### src/design/assert_macros.svh
// Assertion macros shared by the RTL of the printable string extractor.
// Each macro expands to a labelled concurrent assertion, or to nothing when SYNTH is defined.
`ifndef ASSERT_MACROS_SVH
`define ASSERT_MACROS_SVH

`ifndef SYNTH
// Property checked on every rising edge while reset is released.
`define PSX_ASSERT(name, clk, rstn, prop) \
    name: assert property (@(posedge clk) disable iff (!rstn) (prop)) \
        else $error("assertion failed");
// Implication checked on every rising edge while reset is released.
`define PSX_ASSERT_IMP(name, clk, rstn, pre, post) \
    name: assert property (@(posedge clk) disable iff (!rstn) (pre) |-> (post)) \
        else $error("assertion failed");
`else
`define PSX_ASSERT(name, clk, rstn, prop)
`define PSX_ASSERT_IMP(name, clk, rstn, pre, post)
`endif

`endif

### src/design/psx_pkg.sv
// Package of the printable string extractor: field widths and fixed codes.
// Used by printable_string_extractor_core; depends on nothing.
`default_nettype none

package psx_pkg;

    localparam int BYTE_W = 8;
    localparam int RUN_W  = 6;

    // Default depth of the hold memory, i.e. the largest usable minimum length.
    localparam int DEFAULT_MAX_MIN_LEN = 32;

    localparam logic [BYTE_W-1:0] PRINT_LO = 8'd32;
    localparam logic [BYTE_W-1:0] PRINT_HI = 8'd126;

    // Run counter code for a run that has been reported and now passes through.
    localparam logic [RUN_W-1:0] RUN_PASSING   = 6'd63;
    localparam logic [RUN_W-1:0] MIN_LEN_RESET = 6'd4;

    typedef logic [BYTE_W-1:0] byte_t;
    typedef logic [RUN_W-1:0]  run_t;

endpackage

`default_nettype wire

### src/design/printable_string_extractor_core.sv
// Printable string extractor: finds runs of printable ASCII bytes in a byte stream.
// Depends on psx_pkg and assert_macros.svh.
//
// Usage:
//   Input channel (s_valid/s_ready) carries one raw byte and an end-of-buffer flag.
//   Output channel (m_valid/m_ready) carries string bytes, end markers (m_is_end = 1,
//   m_out_byte = 0) and a flag on the last result caused by each input transaction.
//   cfg_wr_en/cfg_wr_data write the minimum run length; write it only while idle.
// Timing:
//   A byte that produces one result shows it on m_valid in the cycle after acceptance.
//   A pass-through byte that ends the buffer keeps the block busy until its end marker
//   is loaded; a lone end marker leaves the controller idle. Held bytes come from the
//   hold memory, which has a registered read, so a release first reads the oldest held
//   byte into rd_data_reg and then hands on one transaction per cycle while the output
//   register is free. A release of k held bytes gives k + 1 results (plus a closing end marker).
// Stalls and reset:
//   s_ready requires the controller to be idle and the output register to be free
//   or draining in the same cycle, so a stalled receiver holds the input back.
//   Synchronous active-low reset closes any open run and empties the output register;
//   the hold memory needs no clearing as every entry is written before it is read.
`default_nettype none

module printable_string_extractor_core #(
    parameter int MAX_MIN_LEN = psx_pkg::DEFAULT_MAX_MIN_LEN
) (
    input  wire                           aclk,
    input  wire                           aresetn,
    input  wire                           s_valid,
    output logic                          s_ready,
    input  wire  [psx_pkg::BYTE_W-1:0]    s_data_byte,
    input  wire                           s_end_of_buffer,
    output logic                          m_valid,
    input  wire                           m_ready,
    output logic [psx_pkg::BYTE_W-1:0]    m_out_byte,
    output logic                          m_is_end,
    output logic                          m_last_of_run,
    input  wire                           cfg_wr_en,
    input  wire  [psx_pkg::RUN_W-1:0]     cfg_wr_data
);

`include "assert_macros.svh"

    localparam int AW = (MAX_MIN_LEN > 1) ? $clog2(MAX_MIN_LEN) : 1;
    localparam psx_pkg::run_t MAX_LEN = psx_pkg::RUN_W'(MAX_MIN_LEN);

    localparam logic [1:0] ST_IDLE  = 2'd0;
    localparam logic [1:0] ST_FLUSH = 2'd1;
    localparam logic [1:0] ST_BYTE  = 2'd2;
    localparam logic [1:0] ST_END   = 2'd3;

    logic [1:0]      state_reg, state_next;
    psx_pkg::run_t   run_reg, run_next;
    psx_pkg::run_t   idx_reg, idx_next;
    psx_pkg::run_t   min_len_reg;
    psx_pkg::byte_t  byte_reg, byte_next;
    logic            eob_reg, eob_next;

    psx_pkg::byte_t  hold_mem [MAX_MIN_LEN];
    psx_pkg::byte_t  rd_data_reg;
    logic            mem_we, mem_re;
    logic [AW-1:0]   rd_addr;

    logic            m_valid_reg;
    psx_pkg::byte_t  out_byte_reg;
    logic            is_end_reg, last_reg;

    logic            out_free, load;
    psx_pkg::byte_t  ld_byte;
    logic            ld_end, ld_last;
    logic            printable, release_now;
    psx_pkg::run_t   min_eff, idx_inc, run_dec;

    assign out_free  = !m_valid_reg || m_ready;
    assign s_ready   = (state_reg == ST_IDLE) && out_free;
    assign printable = (s_data_byte >= psx_pkg::PRINT_LO) && (s_data_byte <= psx_pkg::PRINT_HI);
    assign idx_inc   = idx_reg + 6'd1;
    assign run_dec   = run_reg - 6'd1;

    // Effective minimum: zero behaves as one, large values clamp to the memory depth.
    always_comb begin
        priority if (min_len_reg == '0) begin
            min_eff = 6'd1;
        end else if (min_len_reg > MAX_LEN) begin
            min_eff = MAX_LEN;
        end else begin
            min_eff = min_len_reg;
        end
    end

    assign release_now = ({1'b0, run_reg} + 7'd1) >= {1'b0, min_eff};

    always_comb begin
        state_next = state_reg;
        run_next   = run_reg;
        idx_next   = idx_reg;
        byte_next  = byte_reg;
        eob_next   = eob_reg;
        load       = 1'b0;
        ld_byte    = '0;
        ld_end     = 1'b0;
        ld_last    = 1'b0;
        mem_we     = 1'b0;
        mem_re     = 1'b0;
        rd_addr    = idx_reg[AW-1:0];

        unique case (state_reg)
            ST_IDLE: begin
                if (s_valid && s_ready) begin
                    if (printable) begin
                        if (run_reg == psx_pkg::RUN_PASSING || (release_now && run_reg == '0)) begin
                            load    = 1'b1;
                            ld_byte = s_data_byte;
                            ld_last = !s_end_of_buffer;
                            if (s_end_of_buffer) begin
                                state_next = ST_END;
                                run_next   = '0;
                            end else begin
                                run_next = psx_pkg::RUN_PASSING;
                            end
                        end else if (release_now) begin
                            // Held bytes go out first; start reading the oldest one now.
                            byte_next  = s_data_byte;
                            eob_next   = s_end_of_buffer;
                            idx_next   = '0;
                            mem_re     = 1'b1;
                            rd_addr    = '0;
                            state_next = ST_FLUSH;
                        end else begin
                            mem_we   = 1'b1;
                            run_next = s_end_of_buffer ? '0 : run_reg + 6'd1;
                        end
                    end else begin
                        if (run_reg == psx_pkg::RUN_PASSING) begin
                            load    = 1'b1;
                            ld_end  = 1'b1;
                            ld_last = 1'b1;
                        end
                        run_next = '0;
                    end
                end
            end
            ST_FLUSH: begin
                if (out_free) begin
                    load    = 1'b1;
                    ld_byte = rd_data_reg;
                    if (idx_reg == run_dec) begin
                        state_next = ST_BYTE;
                    end else begin
                        idx_next = idx_inc;
                        mem_re   = 1'b1;
                        rd_addr  = idx_inc[AW-1:0];
                    end
                end
            end
            ST_BYTE: begin
                if (out_free) begin
                    load    = 1'b1;
                    ld_byte = byte_reg;
                    ld_last = !eob_reg;
                    if (eob_reg) begin
                        state_next = ST_END;
                        run_next   = '0;
                    end else begin
                        state_next = ST_IDLE;
                        run_next   = psx_pkg::RUN_PASSING;
                    end
                end
            end
            ST_END: begin
                if (out_free) begin
                    load       = 1'b1;
                    ld_end     = 1'b1;
                    ld_last    = 1'b1;
                    state_next = ST_IDLE;
                end
            end
        endcase
    end

    // Hold memory: written while a run is short, read back in order on release.
    // Only one transaction is in flight, so a write and a read never meet on one entry.
    always_ff @(posedge aclk) begin
        if (mem_we) begin
            hold_mem[run_reg[AW-1:0]] <= s_data_byte;
        end
        if (mem_re) begin
            rd_data_reg <= hold_mem[rd_addr];
        end
    end

    always_ff @(posedge aclk) begin
        if (!aresetn) begin
            state_reg   <= ST_IDLE;
            run_reg     <= '0;
            idx_reg     <= '0;
            min_len_reg <= psx_pkg::MIN_LEN_RESET;
            m_valid_reg <= 1'b0;
        end else begin
            state_reg <= state_next;
            run_reg   <= run_next;
            idx_reg   <= idx_next;
            if (cfg_wr_en) begin
                min_len_reg <= cfg_wr_data;
            end
            if (load) begin
                m_valid_reg <= 1'b1;
            end else if (m_ready) begin
                m_valid_reg <= 1'b0;
            end
        end
    end

    always_ff @(posedge aclk) begin
        byte_reg <= byte_next;
        eob_reg  <= eob_next;
        if (load) begin
            out_byte_reg <= ld_byte;
            is_end_reg   <= ld_end;
            last_reg     <= ld_last;
        end
    end

    assign m_valid       = m_valid_reg;
    assign m_out_byte    = out_byte_reg;
    assign m_is_end      = is_end_reg;
    assign m_last_of_run = last_reg;

    `PSX_ASSERT(a_run_range, aclk, aresetn,
        run_reg < MAX_LEN || run_reg == psx_pkg::RUN_PASSING)
    `PSX_ASSERT_IMP(a_flush_has_bytes, aclk, aresetn, state_reg == ST_FLUSH,
        run_reg != '0 && run_reg != psx_pkg::RUN_PASSING && idx_reg < run_reg)
    `PSX_ASSERT_IMP(a_end_marker_form, aclk, aresetn, m_valid_reg && is_end_reg,
        last_reg && out_byte_reg == '0)
    `PSX_ASSERT_IMP(a_end_closes_run, aclk, aresetn, state_reg == ST_END, run_reg == '0)

endmodule

`default_nettype wire
### config.mk
export PLATFORM = sky130hd
export DESIGN_NAME = printable_string_extractor_core
export DESIGN_NICKNAME = d
export VERILOG_FILES = /design/src/design/psx_pkg.sv /design/src/design/printable_string_extractor_core.sv
export VERILOG_INCLUDE_DIRS = /design/src /design/src/design
export SDC_FILE = /design/constraint.sdc
export NUM_CORES = 1
export LEC_CHECK = 0
export ABC_AREA = 1
export BUFFER_PORTS_ARGS = -buffer_cell sky130_fd_sc_hd__buf_2
export CORE_ASPECT_RATIO = 0.7
export CORE_MARGIN = 3
export CORE_UTILIZATION = 30
export CTS_CLUSTER_DIAMETER = 40
export DETAILED_ROUTE_END_ITERATION = 16
export GPL_ROUTABILITY_DRIVEN = 0
export PLACE_DENSITY = 0.52
export SYNTH_ARGS = -nofsm -noshare
export SYNTH_HDL_FRONTEND = slang
export SYNTH_SLANG_ARGS = --single-unit
### constraint.sdc
create_clock -name aclk -period 9.9 [get_ports aclk]
set_clock_uncertainty 0.15 [all_clocks]
set_input_delay 2.97 -clock aclk [delete_from_list [all_inputs] [get_ports aclk]]
set_output_delay 2.97 -clock aclk [all_outputs]
set_load 0.1 [all_outputs]
==> metrics.md <==
| Metric | Value |
|---|---|
| Netlist cell types | `39` |
| # nets final | `1454` |
| Most frequent CP cell | `buf_2` |
| Die W | `265.2 µm` |
| Syn_nets | `1441` |
| Max-slew headroom | `0.1114` |
| Hold-fix buffers, CTS | `0` |
| Crit path buf inv count | `3` |
| Setup bufs post-CTS | `0` |
| #FFs+latches synth | `304` |
| Sw frac | `0.4377` |
| Min-delay worst type | `reg2reg` |
| Total clock sinks | `304` |
| Cells after Synth | `1404` |
| First-pass GRT wire length | `59220 µm` |
| Initial DRC Count | `880` |
| Worst setup EP type | `output pin` |
| Num CTS Buffers | `36` |
| Area Growth Syn to Fin | `12.91%` |
| R2R Path Start | `run_reg[0]` |
| Logic pwr share | `0.440` |
| Worst-skew pair later-pin latency | `0.52 ns` |
| Gr ovfl total | `0` |
| DRC | `0` |
| Final Util | `0.3485` |
| Status | `finished clean` |
| Reg2Reg Depth | `22` |
| R2r setup slk | `4.91 ns` |
| Largest net degree at the start of global routing | `97` |
| Share of layout cells above drive strength 1 | `0.08744` |
| CP Depth | `5` |
| Slew Viols, Final | `0` |
| Area of the core | `45710 µm²` |
| R2r endpoint | `rd_data_reg[5]` |
| Htree depth | `2` |
| Worst path max stage delay | `0.45 ns` |
| Antenna Cells | `0` |
| Slowest cell on crit path | `buf_2` |
| Syn Area/Cell | `10.05 µm²` |
| Worst path required time | `6.78 ns` |
| CP Max Fanout | `11` |
| CP top delay family | `buffers and inverters` |
| Final setup TNS | `0 ns` |
| Fill cells | `4625` |
| Port Buf Inserts | `31` |
| P_int | `2.931 mW` |
| Period utilization | `0.7334` |
| Power share of the clock group | `0.255` |
| Clk pin slew, worst setup/hold paths | `0.06 ns` |
| Initial antenna violation count | `0` |
| # IOs | `32` |
| Register area share after synthesis | `0.6323` |
| Max Fclk | `0.1377 GHz` |
| PwrDens | `327.3 nW/µm²` |
| Vias in the first global route | `9327` |
| Placed instance area | `14760 µm²` |
| Full die area | `49700 µm²` |
| Max reg flops | `256` |
| Final hold viol count | `0` |
| NetSw | `2.282 mW` |
| Hpwl dp | `23660 µm` |
| Startpoint Class | `input port` |
| Least-Margin Pin Slew | `1.319 ns` |
| RSZ-0062 raised after global routing | `false` |
| Cells along the critical path | `buf_2 > or2_1 > inv_1 > nor2_2 > buf_2` |
| Drt wl/cell | `18.79 µm` |
| Final wirelength | `38400 µm` |
| Minimum clock period | `7.260 ns` |
| P_leak | `6.234 nW` |
| Critical path arrival | `4.14 ns` |
| Row cnt | `65` |
| Vias per inst | `4.879` |
| Max Buffers Root-to-Sink | `3` |
| Syn Std Cell Area | `14110 µm²` |
| Fin cells | `2044` |
| Die Height | `187.4 µm` |
| Initial core utilization | `0.3086` |
| Pre-antenna DRT Iters | `5` |
| Final ANT Viol Nets | `0` |
| Post_cts resized | `0` |
| Main synth FF type | `edfxtp_1` |
| Crit. Startpoint | `m_ready` |
| Tot GR Track Use | `0.1548` |
| Sequential fraction of design power | `0.305` |
| Vias | `9973` |
| Inst Count DP | `1982` |
| Total Power | `5.213 mW` |
| EDFF count, synth | `283` |
| Root buffer cell | `clkbuf_16` |
| Final setup fails | `0` |
| Max cap viols | `0` |
| CTS tree | `built` |
| Critical Path End | `s_ready` |
| Async SR Flop Fraction | `0` |
| Crit path kind | `in2out` |
| Ys Warns | `0` |
| Maximum VDD drop | `0.2620 mV` |
| Final non-filler cell area | `15930 µm²` |
metrics by stage:
| stage | hold WS (ns) | setup WS (ns) |
|---|---|---|
| global placement | 0.3332 | 2.674 |
| detailed placement | 0.3389 | 2.637 |
| global route | 0.3894 | 2.514 |
| CTS | 0.3465 | 2.638 |
| floorplan | 0.3024 | 2.823 |
| finish | 0.3461 | 2.640 |
cells in the final DEF, fill, tap and decap left out, types with 4 or more instances in the layout:
| cell type | Yosys | routed |
|---|---|---|
| nor3_1 | 5 | 5 |
| clkbuf_16 | 0 | 37 |
| xor2_1 | 4 | 4 |
| nand2_1 | 363 | 363 |
| dfxtp_1 | 21 | 21 |
| ha_1 | 17 | 17 |
| o21ai_0 | 30 | 30 |
| bufinv_16 | 0 | 4 |
| a21oi_1 | 16 | 16 |
| nor2_1 | 63 | 63 |
| a22o_1 | 7 | 7 |
| buf_4 | 16 | 18 |
| inv_1 | 148 | 148 |
| clkinv_4 | 0 | 4 |
| a31oi_1 | 7 | 7 |
| nand3_1 | 293 | 291 |
| a32o_1 | 5 | 5 |
| inv_2 | 8 | 8 |
| clkbuf_1 | 11 | 8 |
| nand3b_1 | 24 | 24 |
| buf_2 | 41 | 31 |
| edfxtp_1 | 283 | 283 |
| nor2_2 | 4 | 4 |
layer usage:
metal	vias to the layer above	GRT usage	share of wire
li1	4807	-	-
met1	4800	0.2524	0.51
met2	327	0.2085	0.40
met3	39	0.03248	0.083
met4	0	0.02691	0.011
met5	-	0	0
cells by family (layout without fill, tap and decap cells):
| logic type | Yosys count | in the layout | share of synthesized area |
|---|---|---|---|
| buffers and inverters | 230 | 267 | 0.07176 |
| and+or+nand+nor | 762 | 762 | 0.2390 |
| AOI/OAI and AO/OA | 84 | 84 | 0.03752 |
| DFF | 304 | 304 | 0.6323 |
| adders and majority gates | 17 | 17 | 0.01508 |
| xor gates and xnor gates | 7 | 7 | 0.004346 |
final cells by class:
class / count / area (µm²) / area share
well taps: 603 / 754.5 / 0.04737
clock inverters: 17 / 215.2 / 0.01351
repair buffers: 49 / 290.3 / 0.01822
clock buffers: 45 / 955.9 / 0.06002
multi-input cells: 870 / 4208 / 0.2642
flip-flops and latches: 304 / 8919 / 0.5599
inverters: 156 / 585.6 / 0.03676
worst reg2reg max path: stages, from the launching register on:
cell,delay [ns]
dfxtp_1,0.53
ha_1,0.27
nand2_1,0.08
inv_2,0.10
nand2_1,0.11
o211ai_1,0.12
inv_1,0.09
ha_1,0.31
a21oi_1,0.07
o21bai_1,0.13
nor2_1,0.05
nand2_1,0.18
nand3_2,0.19
nand3_4,0.13
buf_4,0.59
buf_4,0.73
nand3_1,0.22
nand3_1,0.13
nand3_1,0.09
nand3_1,0.27
nand2_1,0.09
nand2_1,0.06
nand2_1,0.06
power groups by stage:
stage / registers, mW / logic [mW] / clock network [mW]
3_3_place_gp: 1.62 / 2.28 / 0
3_5_place_dp: 1.62 / 2.29 / 0
6_report: 1.59 / 2.29 / 1.33
4_1_cts: 1.59 / 2.29 / 1.35
2_1_floorplan: 1.71 / 1.58 / 0
5_1_grt: 1.60 / 2.55 / 1.41
worst min path at each step:
stage | start | to | cells past startpoint
3_5_place_dp | min_len_reg[2] | min_len_reg[2] | 2
5_1_grt | min_len_reg[2] | min_len_reg[2] | 2
2_1_floorplan | min_len_reg[2] | min_len_reg[2] | 2
6_report | min_len_reg[2] | min_len_reg[2] | 2
3_3_place_gp | min_len_reg[2] | min_len_reg[2] | 2
4_1_cts | min_len_reg[2] | min_len_reg[2] | 2
synthesized netlist by cell type (all sizes together), types with 11 or more instances:
cell / count / area share
nor2: 67 / 0.019
inv: 156 / 0.042
o21ai: 36 / 0.014
clkbuf: 11 / 0.0029
nand2: 367 / 0.099
nand3: 295 / 0.11
buf: 63 / 0.027
edfxtp: 283 / 0.60
ha: 17 / 0.015
a21oi: 16 / 0.0057
dfxtp: 21 / 0.030
nand3b: 24 / 0.013
No activity file was read; power rests on OpenSTA's default activity.
